$ cat src/sv/tfsc_pkg.sv
// Shared constants, codes and the command type of the statistics counter.
// No dependencies.
package tfsc_pkg;

	localparam int HIST_MAX_LEN = 4096;
	localparam int PORT_SLOTS   = 65536;
	localparam int ICMP_TYPES   = 256;
	localparam int HIST_BINS    = HIST_MAX_LEN + 2;

	localparam int PORT_AW = $clog2(PORT_SLOTS);
	localparam int HIST_AW = $clog2(HIST_BINS);
	localparam int ICMP_AW = $clog2(ICMP_TYPES);

	localparam int CLR_DEPTH0 = (PORT_SLOTS > HIST_BINS) ? PORT_SLOTS : HIST_BINS;
	localparam int CLR_DEPTH  = (CLR_DEPTH0 > ICMP_TYPES) ? CLR_DEPTH0 : ICMP_TYPES;
	localparam int CLR_W      = $clog2(CLR_DEPTH);

	localparam int QUEUE_DEPTH = 2;
	localparam int QAW         = $clog2(QUEUE_DEPTH);

	localparam logic [15:0] WELL_KNOWN_END = 16'd1024;
	localparam logic [15:0] LAST_WELL_KNOWN = 16'd1023;

	localparam logic [2:0] OP_OTHER = 3'd0;
	localparam logic [2:0] OP_TCP   = 3'd1;
	localparam logic [2:0] OP_UDP   = 3'd2;
	localparam logic [2:0] OP_ICMP  = 3'd3;
	localparam logic [2:0] OP_READ  = 3'd4;

	localparam logic [3:0] TBL_TCP_SRC    = 4'd0;
	localparam logic [3:0] TBL_TCP_DST    = 4'd1;
	localparam logic [3:0] TBL_UDP_SRC    = 4'd2;
	localparam logic [3:0] TBL_UDP_DST    = 4'd3;
	localparam logic [3:0] TBL_ICMP       = 4'd4;
	localparam logic [3:0] TBL_HIST       = 4'd5;
	localparam logic [3:0] TBL_TCP_HIGH   = 4'd6;
	localparam logic [3:0] TBL_TCP_TOTAL  = 4'd7;
	localparam logic [3:0] TBL_UDP_HIGH   = 4'd8;
	localparam logic [3:0] TBL_UDP_TOTAL  = 4'd9;
	localparam logic [3:0] TBL_ICMP_TOTAL = 4'd10;
	localparam logic [3:0] TBL_PKT_COUNT  = 4'd11;
	localparam logic [3:0] TBL_BYTE_COUNT = 4'd12;

	typedef struct packed {
		logic               is_read;
		logic               is_tcp;
		logic               is_udp;
		logic               is_icmp;
		logic               upd_src;
		logic               upd_dst;
		logic               upd_high;
		logic               idx_bad;
		logic [3:0]         table_sel;
		logic [PORT_AW-1:0] src_idx;
		logic [PORT_AW-1:0] dst_idx;
		logic [ICMP_AW-1:0] icmp_idx;
		logic [HIST_AW-1:0] hist_idx;
		logic [15:0]        len;
	} cmd_t;

endpackage

$ cat src/sv/tfsc_queue.sv
// Short command queue between front and back end.
// Depends on tfsc_pkg.
module tfsc_queue (
	input  logic           clk,
	input  logic           arst_n,
	input  logic           push,
	input  tfsc_pkg::cmd_t push_cmd,
	output logic           push_ready,
	input  logic           pop,
	output logic           head_valid,
	output tfsc_pkg::cmd_t head_cmd
);
	tfsc_pkg::cmd_t            entry_q [tfsc_pkg::QUEUE_DEPTH];
	logic [tfsc_pkg::QAW-1:0]  wr_ptr_q, rd_ptr_q;
	logic [tfsc_pkg::QAW:0]    count_q;

	assign push_ready = count_q != (tfsc_pkg::QAW+1)'(tfsc_pkg::QUEUE_DEPTH);
	assign head_valid = count_q != '0;
	assign head_cmd   = entry_q[rd_ptr_q];

	always_ff @(posedge clk) begin
		if (push) begin
			entry_q[wr_ptr_q] <= push_cmd;
		end
	end

	always_ff @(posedge clk or negedge arst_n) begin
		if (!arst_n) begin
			wr_ptr_q <= '0;
			rd_ptr_q <= '0;
			count_q  <= '0;
		end else begin
			if (push) begin
				wr_ptr_q <= wr_ptr_q + 1'b1;
			end
			if (pop) begin
				rd_ptr_q <= rd_ptr_q + 1'b1;
			end
			case ({push, pop})
				2'b10:   count_q <= count_q + 1'b1;
				2'b01:   count_q <= count_q - 1'b1;
				default: count_q <= count_q;
			endcase
		end
	end
endmodule

$ cat config.mk
export PLATFORM = sky130hd
export DESIGN_NAME = tfsc_queue
export DESIGN_NICKNAME = d
export VERILOG_FILES = /design/src/sv/tfsc_pkg.sv /design/src/sv/tfsc_queue.sv
export SDC_FILE = /design/constraint.sdc
export NUM_CORES = 1
export LEC_CHECK = 0
export ABC_AREA = 1
export BUFFER_PORTS_ARGS = -buffer_cell sky130_fd_sc_hd__buf_2
export CAP_MARGIN = 15
export CORE_UTILIZATION = 48
export DETAILED_ROUTE_END_ITERATION = 10
export PLACE_DENSITY = 0.75
export SETUP_SLACK_MARGIN = 0.15
export SLEW_MARGIN = 20
export SYNTH_ARGS = -nofsm -noshare
export SYNTH_HDL_FRONTEND = slang
export SYNTH_SLANG_ARGS = --single-unit
$ cat constraint.sdc
create_clock -name clk -period 5.9 [get_ports clk]
set_input_delay 0.885 -clock clk [delete_from_list [all_inputs] [get_ports clk]]
set_output_delay 0.885 -clock clk [all_outputs]
set_load 0.01 [all_outputs]
==> reports/qor.yml <==
syn_area_um2: 6290
yosys-top-cells-area: "edfxtp_1, nand2_1, inv_1"
ant_nets: 0
grt_pass1_wl_um: 17000
critPathCaptureType: "output pin"
coreArea_um2: 12700
die-area_um2: 13600
gr-usage-all-layers: 0.174
max-cap-violations: 0
ys.warnings.count: 0
drc: 0
slew_headroom: 0.268
power.switching_uw: 1170
synthTopCellsByCount: "edfxtp_1, nand2_1, inv_1"
synth_edf_count: 162
cts_buffer_depth: 2
cts_tree: "built"
power_density_nw_per_um2: 470
cts_resized: 0
cts.clk_slew.worst_paths_ns: 0.06
io_pins: 168
status: "complete, no violations"
ys_seq_area_frac: 0.789
critical_path_class: "flip-flop to output pin"
worstMarginPinSlew_ns: 1.10
multi_input_area_um2: 797
cts_made_buffers: 17
port_buffers: 167
num_vias: 3770
p_leak_uw: 0.00328
start_util: 0.494
cts_max_level: 4
power_switching_share: 0.324
finalClockSkew_ns: 0.00720
postCtsSetupBuffers: 0
hold_ws_ns: 0.258
drt-pass1-iter-count: 4
synth.most_common_cell: "edfxtp_1"
hold_buffers: 0
synthXorXnorAreaFrac: 0.00418
wl_per_cell_um: 13.7
ys_types: 17
max_freq_ghz: 0.295
syn2layout_area_growth_pct: 22.2
synth_seq_cells: 166
wl_um: 11000
synth_area_leader_cell: "edfxtp_1"
period_minus_slack_ns: 3.39
synth_top_area_frac: 0.773
grt_max_degree: 119
rows: 41
synthArstFlopShare: 0.0241
fin_crit_sh: 0.574
crit_path_max_fanout: 118
overflow: 0
grt_pass1_vias: 3646
die_x_um: 116
fillers: 1012
synth_fp_nets: 533
die_h_um: 116
worstHoldPathType: "input port to async pin"
synth-compound-area-share: 0.0645
maxSlewViolCount: 0
p_comb_frac: 0.257
antenna_found_initial: 1
rsz0062_at_grt: "false"
vias_per_cell: 4.69
start_kind: "flip-flop"
fin_nets: 704
p_clk_frac: 0.265
syn_avg_cell_area_um2: 14.1
synth_top_family_by_area: "buffers and inverters"
seqPwrFrac: 0.478
regArea_um2: 4970
p_int_uw: 2440
arrival_ns: 2.50
cts_sinks: 166
yosys.area_share.simple: 0.0549
synthFlopType: "edfxtp_1"
finalSetupTns_ns: 0
synth_mux_area_frac: 0
worstPathRequired_ns: 5.02
insertion_delay_ns: 0.42
root_buffer: "clkbuf_16"
peakVddDrop_mv: 0.350
dp_hpwl_um: 7000
final-setup-viol-count: 0
gp_congestion: 0.730
synthCells: 447
synth_fa_ha_area_frac: 0.00199
drtIter0Drc: 236
hold_violations: 0
drive_gt1_frac: 0.317
==> cell type report <==
cell class                 instances  share of cell area
clock inverter                    14              0.0116
antenna                            1            0.000326
clock buffer                      18              0.0558
sequential                       166               0.646
inverter                          87              0.0426
timing repair buffer             170               0.112
tap                              172              0.0280
multi-input combinational        176               0.104
==> final timing paths <==
check	startpoint	endpoint	slack, ns	depth (start not counted)
setup / recovery	rd_ptr_q	head_cmd[41]	2.51	4
hold / removal	arst_n	rd_ptr_q	0.26	1
setup reg to reg	wr_ptr_q	entry_q[1][45]	3.90	3
hold reg to reg	count_q[0]	count_q[0]	0.51	1
max in group asynchronous	arst_n	rd_ptr_q	5.51	1
min in group clk	count_q[0]	count_q[0]	0.51	1
==> metrics by stage <==
stage               total power (uW)  utilization  area [um2]  cells  setup WS (ns)
finish                          3610        0.604        7690    804           2.51
floorplan                       2380            -        6290    447           1.04
CTS                             3650        0.604        7680    803           2.53
detailed placement              2690        0.563        7170    771           2.99
global route                    3830        0.604        7680    803           2.33
global placement                2660        0.563        7170    771           3.09
==> critical path, stage by stage (launching register included) <==
cell	delay [ns]
dfrtp_4	1.08
buf_4	0.51
nand2_1	0.11
o21ai_0	0.11
buf_2	0.17
==> cells in the final DEF, fill, tap and decap left out <==
cell and instances:
dfrtp_4 1, clkbuf_16 17, diode_2 1, inv_1 86
clkbuf_1 1, clkinv_4 3, o21ai_0 62, clkinv_1 4
nand3_1 1, nor2_4 1, buf_2 167, buf_4 3
nand4_1 1, xnor2_1 1, clkinv_2 3, dfrtp_1 3
nand2_1 88, edfxtp_1 162, ha_1 1, clkinvlp_4 5
o21ai_1 19, xor2_1 2
==> logic make-up (layout without fill, tap and decap cells) <==
group,after synthesis,in the layout
and+or+nand+nor,91,91
buffers and inverters,105,289
DFF,166,166
other,0,1
xor gates and xnor gates,3,3
AOI/OAI and AO/OA,81,81
adders and majority gates,1,1
==> power groups by stage <==
stage	combinational, uW	sequential (uW)	clock (uW)
CTS	944	1730	972
finish	926	1730	956
global placement	915	1740	0
floorplan	727	1650	0
detailed placement	940	1760	0
global route	1050	1760	1030
==> per-layer routing <==
layer | GRT usage | share of wire | vias up | wire, um
met1 | 0.186 | 0.38 | 1761 | 4240
met5 | 0 | 0 | - | 0
met3 | 0.0939 | 0.10 | 22 | 1110
li1 | - | - | 1850 | -
met4 | 0.0761 | 0.016 | 0 | 180
met2 | 0.286 | 0.50 | 137 | 5500
==> sequential cells by signal, summed over array words and instances, names as in the netlist <==
register	count
count_q	2
entry_q	162
rd_ptr_q	1
wr_ptr_q	1
No activity file was read; power rests on OpenSTA's default activity.
