--- src/sv/tfsc_pkg.sv ---
// Shared constants, codes and the command type of the statistics counter.
// No dependencies.
package tfsc_pkg;

	localparam int HIST_MAX_LEN = 4096;
	localparam int PORT_SLOTS   = 65536;
	localparam int ICMP_TYPES   = 256;
	localparam int HIST_BINS    = HIST_MAX_LEN + 2;

	localparam int PORT_AW = $clog2(PORT_SLOTS);
	localparam int HIST_AW = $clog2(HIST_BINS);
	localparam int ICMP_AW = $clog2(ICMP_TYPES);

	localparam int CLR_DEPTH0 = (PORT_SLOTS > HIST_BINS) ? PORT_SLOTS : HIST_BINS;
	localparam int CLR_DEPTH  = (CLR_DEPTH0 > ICMP_TYPES) ? CLR_DEPTH0 : ICMP_TYPES;
	localparam int CLR_W      = $clog2(CLR_DEPTH);

	localparam int QUEUE_DEPTH = 2;
	localparam int QAW         = $clog2(QUEUE_DEPTH);

	localparam logic [15:0] WELL_KNOWN_END = 16'd1024;
	localparam logic [15:0] LAST_WELL_KNOWN = 16'd1023;

	localparam logic [2:0] OP_OTHER = 3'd0;
	localparam logic [2:0] OP_TCP   = 3'd1;
	localparam logic [2:0] OP_UDP   = 3'd2;
	localparam logic [2:0] OP_ICMP  = 3'd3;
	localparam logic [2:0] OP_READ  = 3'd4;

	localparam logic [3:0] TBL_TCP_SRC    = 4'd0;
	localparam logic [3:0] TBL_TCP_DST    = 4'd1;
	localparam logic [3:0] TBL_UDP_SRC    = 4'd2;
	localparam logic [3:0] TBL_UDP_DST    = 4'd3;
	localparam logic [3:0] TBL_ICMP       = 4'd4;
	localparam logic [3:0] TBL_HIST       = 4'd5;
	localparam logic [3:0] TBL_TCP_HIGH   = 4'd6;
	localparam logic [3:0] TBL_TCP_TOTAL  = 4'd7;
	localparam logic [3:0] TBL_UDP_HIGH   = 4'd8;
	localparam logic [3:0] TBL_UDP_TOTAL  = 4'd9;
	localparam logic [3:0] TBL_ICMP_TOTAL = 4'd10;
	localparam logic [3:0] TBL_PKT_COUNT  = 4'd11;
	localparam logic [3:0] TBL_BYTE_COUNT = 4'd12;

	typedef struct packed {
		logic               is_read;
		logic               is_tcp;
		logic               is_udp;
		logic               is_icmp;
		logic               upd_src;
		logic               upd_dst;
		logic               upd_high;
		logic               idx_bad;
		logic [3:0]         table_sel;
		logic [PORT_AW-1:0] src_idx;
		logic [PORT_AW-1:0] dst_idx;
		logic [ICMP_AW-1:0] icmp_idx;
		logic [HIST_AW-1:0] hist_idx;
		logic [15:0]        len;
	} cmd_t;

endpackage

--- src/sv/tfsc_if.sv ---
// Item channels of the statistics counter: packet/read input and read result.
// No dependencies.
interface tfsc_in_if;
	logic        valid;
	logic        ready;
	logic [2:0]  op;
	logic [15:0] src_port;
	logic [15:0] dst_port;
	logic [7:0]  icmp_type;
	logic [15:0] pkt_length;
	logic [3:0]  read_table;
	logic [15:0] read_index;

	modport source (output valid, op, src_port, dst_port, icmp_type, pkt_length,
		read_table, read_index, input ready);
	modport sink (input valid, op, src_port, dst_port, icmp_type, pkt_length,
		read_table, read_index, output ready);
endinterface


--- src/sv/tfsc_front.sv ---
// Front end: accepts items, classifies ports and indexes into a command.
// Depends on tfsc_pkg and tfsc_if.
module tfsc_front (
	tfsc_in_if.sink          pkt_in,
	input  logic             clearing,
	input  logic             q_ready,
	output logic             push,
	output tfsc_pkg::cmd_t   cmd
);
	logic [15:0] s, d, idx;
	logic        c_src_only, c_dst_only, c_both, c_high, src_ok, dst_ok;

	assign s   = pkt_in.src_port;
	assign d   = pkt_in.dst_port;
	assign idx = pkt_in.read_index;

	assign pkt_in.ready = q_ready && !clearing;
	// unused op codes are taken and dropped
	assign push = pkt_in.valid && pkt_in.ready && (pkt_in.op <= tfsc_pkg::OP_READ);

	always_comb begin
		c_src_only = (s < tfsc_pkg::WELL_KNOWN_END) && (d > tfsc_pkg::LAST_WELL_KNOWN);
		c_dst_only = (d < tfsc_pkg::WELL_KNOWN_END) && (s > tfsc_pkg::LAST_WELL_KNOWN);
		c_both     = (s < tfsc_pkg::LAST_WELL_KNOWN) && (d < tfsc_pkg::LAST_WELL_KNOWN);
		c_high     = (s > tfsc_pkg::LAST_WELL_KNOWN) && (d > tfsc_pkg::LAST_WELL_KNOWN);
		src_ok     = {1'b0, s} < 17'(tfsc_pkg::PORT_SLOTS);
		dst_ok     = {1'b0, d} < 17'(tfsc_pkg::PORT_SLOTS);

		cmd           = '0;
		cmd.is_read   = (pkt_in.op == tfsc_pkg::OP_READ);
		cmd.is_tcp    = (pkt_in.op == tfsc_pkg::OP_TCP);
		cmd.is_udp    = (pkt_in.op == tfsc_pkg::OP_UDP);
		cmd.is_icmp   = (pkt_in.op == tfsc_pkg::OP_ICMP);
		cmd.upd_src   = (c_src_only || c_both || c_high) && src_ok;
		cmd.upd_dst   = (c_dst_only || c_both || c_high) && dst_ok;
		cmd.upd_high  = c_high;
		cmd.table_sel = pkt_in.read_table;
		cmd.len       = pkt_in.pkt_length;

		if (cmd.is_read) begin
			cmd.src_idx  = idx[tfsc_pkg::PORT_AW-1:0];
			cmd.dst_idx  = idx[tfsc_pkg::PORT_AW-1:0];
			cmd.icmp_idx = idx[tfsc_pkg::ICMP_AW-1:0];
			cmd.hist_idx = idx[tfsc_pkg::HIST_AW-1:0];
		end else begin
			cmd.src_idx  = s[tfsc_pkg::PORT_AW-1:0];
			cmd.dst_idx  = d[tfsc_pkg::PORT_AW-1:0];
			cmd.icmp_idx = pkt_in.icmp_type[tfsc_pkg::ICMP_AW-1:0];
			if ({16'd0, pkt_in.pkt_length} <= 32'(tfsc_pkg::HIST_MAX_LEN)) begin
				cmd.hist_idx = pkt_in.pkt_length[tfsc_pkg::HIST_AW-1:0];
			end else begin
				cmd.hist_idx = tfsc_pkg::HIST_AW'(tfsc_pkg::HIST_MAX_LEN + 1);
			end
		end

		case (pkt_in.read_table)
			tfsc_pkg::TBL_TCP_SRC, tfsc_pkg::TBL_TCP_DST,
			tfsc_pkg::TBL_UDP_SRC, tfsc_pkg::TBL_UDP_DST: begin
				cmd.idx_bad = !({1'b0, idx} < 17'(tfsc_pkg::PORT_SLOTS));
			end
			tfsc_pkg::TBL_ICMP: begin
				cmd.idx_bad = !({1'b0, idx} < 17'(tfsc_pkg::ICMP_TYPES));
			end
			tfsc_pkg::TBL_HIST: begin
				cmd.idx_bad = !({1'b0, idx} < 17'(tfsc_pkg::HIST_BINS));
			end
			tfsc_pkg::TBL_TCP_HIGH, tfsc_pkg::TBL_TCP_TOTAL, tfsc_pkg::TBL_UDP_HIGH,
			tfsc_pkg::TBL_UDP_TOTAL, tfsc_pkg::TBL_ICMP_TOTAL, tfsc_pkg::TBL_PKT_COUNT,
			tfsc_pkg::TBL_BYTE_COUNT: begin
				cmd.idx_bad = 1'b0;
			end
			default: begin
				cmd.idx_bad = 1'b1;
			end
		endcase
	end
endmodule

--- src/flat_wrapper.sv ---
// flat-port wrapper written by rule: the top's interface ports become plain ports
module tfsc_front_flat 
  (clearing, q_ready, push, cmd, pkt_in_valid, pkt_in_op, pkt_in_src_port, pkt_in_dst_port, pkt_in_icmp_type, pkt_in_pkt_length, pkt_in_read_table, pkt_in_read_index, pkt_in_ready);
  tfsc_in_if pkt_in_i ();
  input  logic clearing;
  input  logic q_ready;
  output logic push;
  output tfsc_pkg::cmd_t cmd;
  input wire logic [$bits(pkt_in_i.valid)-1:0] pkt_in_valid;
  input wire logic [$bits(pkt_in_i.op)-1:0] pkt_in_op;
  input wire logic [$bits(pkt_in_i.src_port)-1:0] pkt_in_src_port;
  input wire logic [$bits(pkt_in_i.dst_port)-1:0] pkt_in_dst_port;
  input wire logic [$bits(pkt_in_i.icmp_type)-1:0] pkt_in_icmp_type;
  input wire logic [$bits(pkt_in_i.pkt_length)-1:0] pkt_in_pkt_length;
  input wire logic [$bits(pkt_in_i.read_table)-1:0] pkt_in_read_table;
  input wire logic [$bits(pkt_in_i.read_index)-1:0] pkt_in_read_index;
  output wire logic [$bits(pkt_in_i.ready)-1:0] pkt_in_ready;
  assign pkt_in_i.valid = pkt_in_valid;
  assign pkt_in_i.op = pkt_in_op;
  assign pkt_in_i.src_port = pkt_in_src_port;
  assign pkt_in_i.dst_port = pkt_in_dst_port;
  assign pkt_in_i.icmp_type = pkt_in_icmp_type;
  assign pkt_in_i.pkt_length = pkt_in_pkt_length;
  assign pkt_in_i.read_table = pkt_in_read_table;
  assign pkt_in_i.read_index = pkt_in_read_index;
  assign pkt_in_ready = pkt_in_i.ready;
  tfsc_front u_core (.pkt_in(pkt_in_i), .clearing(clearing), .q_ready(q_ready), .push(push), .cmd(cmd));
endmodule
--- config.mk ---
export PLATFORM = sky130hd
export DESIGN_NAME = tfsc_front_flat
export DESIGN_NICKNAME = d
export VERILOG_FILES = /design/src/sv/tfsc_pkg.sv /design/src/sv/tfsc_if.sv /design/src/sv/tfsc_front.sv /design/src/flat_wrapper.sv
export SDC_FILE = /design/constraint.sdc
export NUM_CORES = 1
export LEC_CHECK = 0
export BUFFER_PORTS_ARGS = -buffer_cell sky130_fd_sc_hd__buf_2
export CORE_AREA = 2 2 64 66
export DETAILED_ROUTE_END_ITERATION = 16
export DIE_AREA = 0 0 66 68
export GPL_ROUTABILITY_DRIVEN = 0
export PLACE_DENSITY_LB_ADDON = 0.05
export REMOVE_ABC_BUFFERS = 1
export SYNTH_ARGS = -nofsm -noshare
export SYNTH_HDL_FRONTEND = slang
export SYNTH_SLANG_ARGS = --single-unit
--- constraint.sdc ---
create_clock -name vclk -period 2.7
set_input_delay 0.405 -clock vclk [all_inputs]
set_output_delay 0.405 -clock vclk [all_outputs]
set_load 0.02 [all_outputs]
==> reports/results.ini <==
[sta]
setup_viol=0
tightest_slew_ns=0.397
slew_headroom_pct=73.5
max_freq_mhz=478
worst_slack_ns=0.606
rsz0062_at_grt=false
min_period_over_period_pct=77.6
finalHoldViolations=0
fin_tns_setup_ns=0
report.final.slew_viol_count=0
fin_crit_ns=2.09

[logic_synthesis]
synth_cell_types=26
syn-mean-instance-area_um2=5.10
synth_compound_area_share_pct=18.5
yosysSeqAreaShare_pct=0
synth.area.top_cells=nand2_1 (40%), buf_4 (17%), a22o_1 (10%)
synth-adder-area-share_pct=0
synthSimpleGateAreaFrac_pct=60.6
yosysTopAreaCellShare_pct=39.8
synth_top_family_by_area=simple AND/OR/NAND/NOR gates
synthesis.area_um2=933
synth.area.mux_share_pct=0
synth_xor_area_share_pct=0
yosys_warnings=0
syn_inst=183
yosys.area.top_type=nand2_1

[floorplan]
dieArea_um2=4490
die_w_um=66
rows=23
core_um2=3860
chipHeight_um=68
io-pin-count=165
initial_utilization_pct=24.2

[place]
place_ws_ns=0.603
portBuffers=165
dp.final_hpwl_mm=3.84

[power]
peakVddDrop_uv=61.4
leakage_nw=1.12
p_per_area_nw_per_um2=198

[final_layout]
layout.nets=406
antenna_cells=0
nFlopsAndLatches=0
seqCellArea_um2=0
clkbuf_count=0
syn_to_final_growth_pct=76.7
drive_above_1_share_pct=53.4
multiInputGateArea_um2=738
fillers=455

[cts]
holdBufCountCts=0
cts_setup_buffers=0
cts_resized=0

[detailed_routing]
vias=1671
routed_via_density=4.49
antenna_left=0
drc=0
dr.pass1.iters=4
wl_per_cell_um=11.7
wl_mm=4.34
drt_iter0_markers=66

[run]
cap_violations=0

[worst_setup_path]
endpoint_kind=output pin
crit_type=in -> out
crit_fanout=3
cp.required_ns=2.30
cp-start-kind=primary input
cp.arrival_ns=1.69

[grt]
groute.usage.overall_pct=17.4
grt_pass1_vias=1431
grt_start_max_net_pins=43
overflow=0
grt_first_pass_wirelength_mm=6.33
antenna_found_initial=0

[hold_path]
min_from=pkt_in_read_table[2]
hold_class=in -> out
holdPathEnd=cmd[71]
hold_path_depth=2

[outcome]
status=finished, final reports clean

-- cells by family after synthesis --
| family | after synthesis |
|---|---|
| simple gates | 132 |
| buf+inv | 30 |
| compound gates | 21 |
-- through the flow --
step	total power, mW	hold slack [ns]	instance area [µm²]	utilization, %	std cells
after floorplan	0.146	0.810	746	-	155
after global placement	0.330	1.05	1650	42.8	372
after detailed placement	0.330	1.05	1650	42.8	372
after CTS	0.331	1.05	1650	42.8	372
after global routing	0.359	1.06	1650	42.8	372
final	0.327	1.04	1650	42.8	372
-- final cells by class --
cell class	instances	share of cell area (%)
repair buffers	167	51.0
multi-input cells	153	44.8
well taps	50	3.79
inverters	2	0.455
-- placed cells by master, fill, tap and decap left out, drive strengths merged --
cell,netlist,final
buf,24,167
nand2,100,100
a22o,11,11
nor3,7,7
nor2,7,7
nor4,5,5
o21ai,4,4
nand4,4,4
or4,3,3
nor3b,2,2
a21bo,2,2
inv,2,2
a21oi,2,2
nand3,1,1
o2111ai,1,1
a31oi,1,1
nor2b,1,1
and3b,1,1
and3,1,1
-- worst max-delay path by stage --
stage / start / end
2_1_floorplan: pkt_in_op[0] / cmd[17]
3_3_place_gp: pkt_in_src_port[11] / cmd[75]
3_5_place_dp: pkt_in_src_port[11] / cmd[75]
4_1_cts: pkt_in_src_port[11] / cmd[75]
5_1_grt: pkt_in_src_port[11] / cmd[75]
6_report: pkt_in_src_port[11] / cmd[75]
-- worst max-delay path: stages --
cell and delay, ns:
buf_2 0.10, or4_1 0.53, nor3_1 0.26, a21bo_1 0.24, buf_2 0.15
-- cell usage after synthesis (all sizes together) --
cell type,n
nor4,5
o2111ai,1
o21ai,4
nor2,7
nand2,100
nor3b,2
and3b,1
nor3,7
a21bo,2
and3,1
nand4,4
clkbuf,4
a31oi,1
a22o,11
a21oi,2
or4,3
inv,2
buf,24
nor2b,1
nand3,1
-- power breakdown --
group	internal, mW	switching (mW)	total [mW]
clock network	0	0	0
registers	0	0	0
logic	0.124	0.203	0.327
-- layer usage --
layer  up-vias  track usage [%]  routed length (µm)
met4         0            0.765                  19
met5         -                0                   0
met1       704             21.9                1750
li1        876                -                   -
met2        89             34.0                2180
met3         2             1.48                 388
Note: power is estimated with default switching activity, not from simulation.
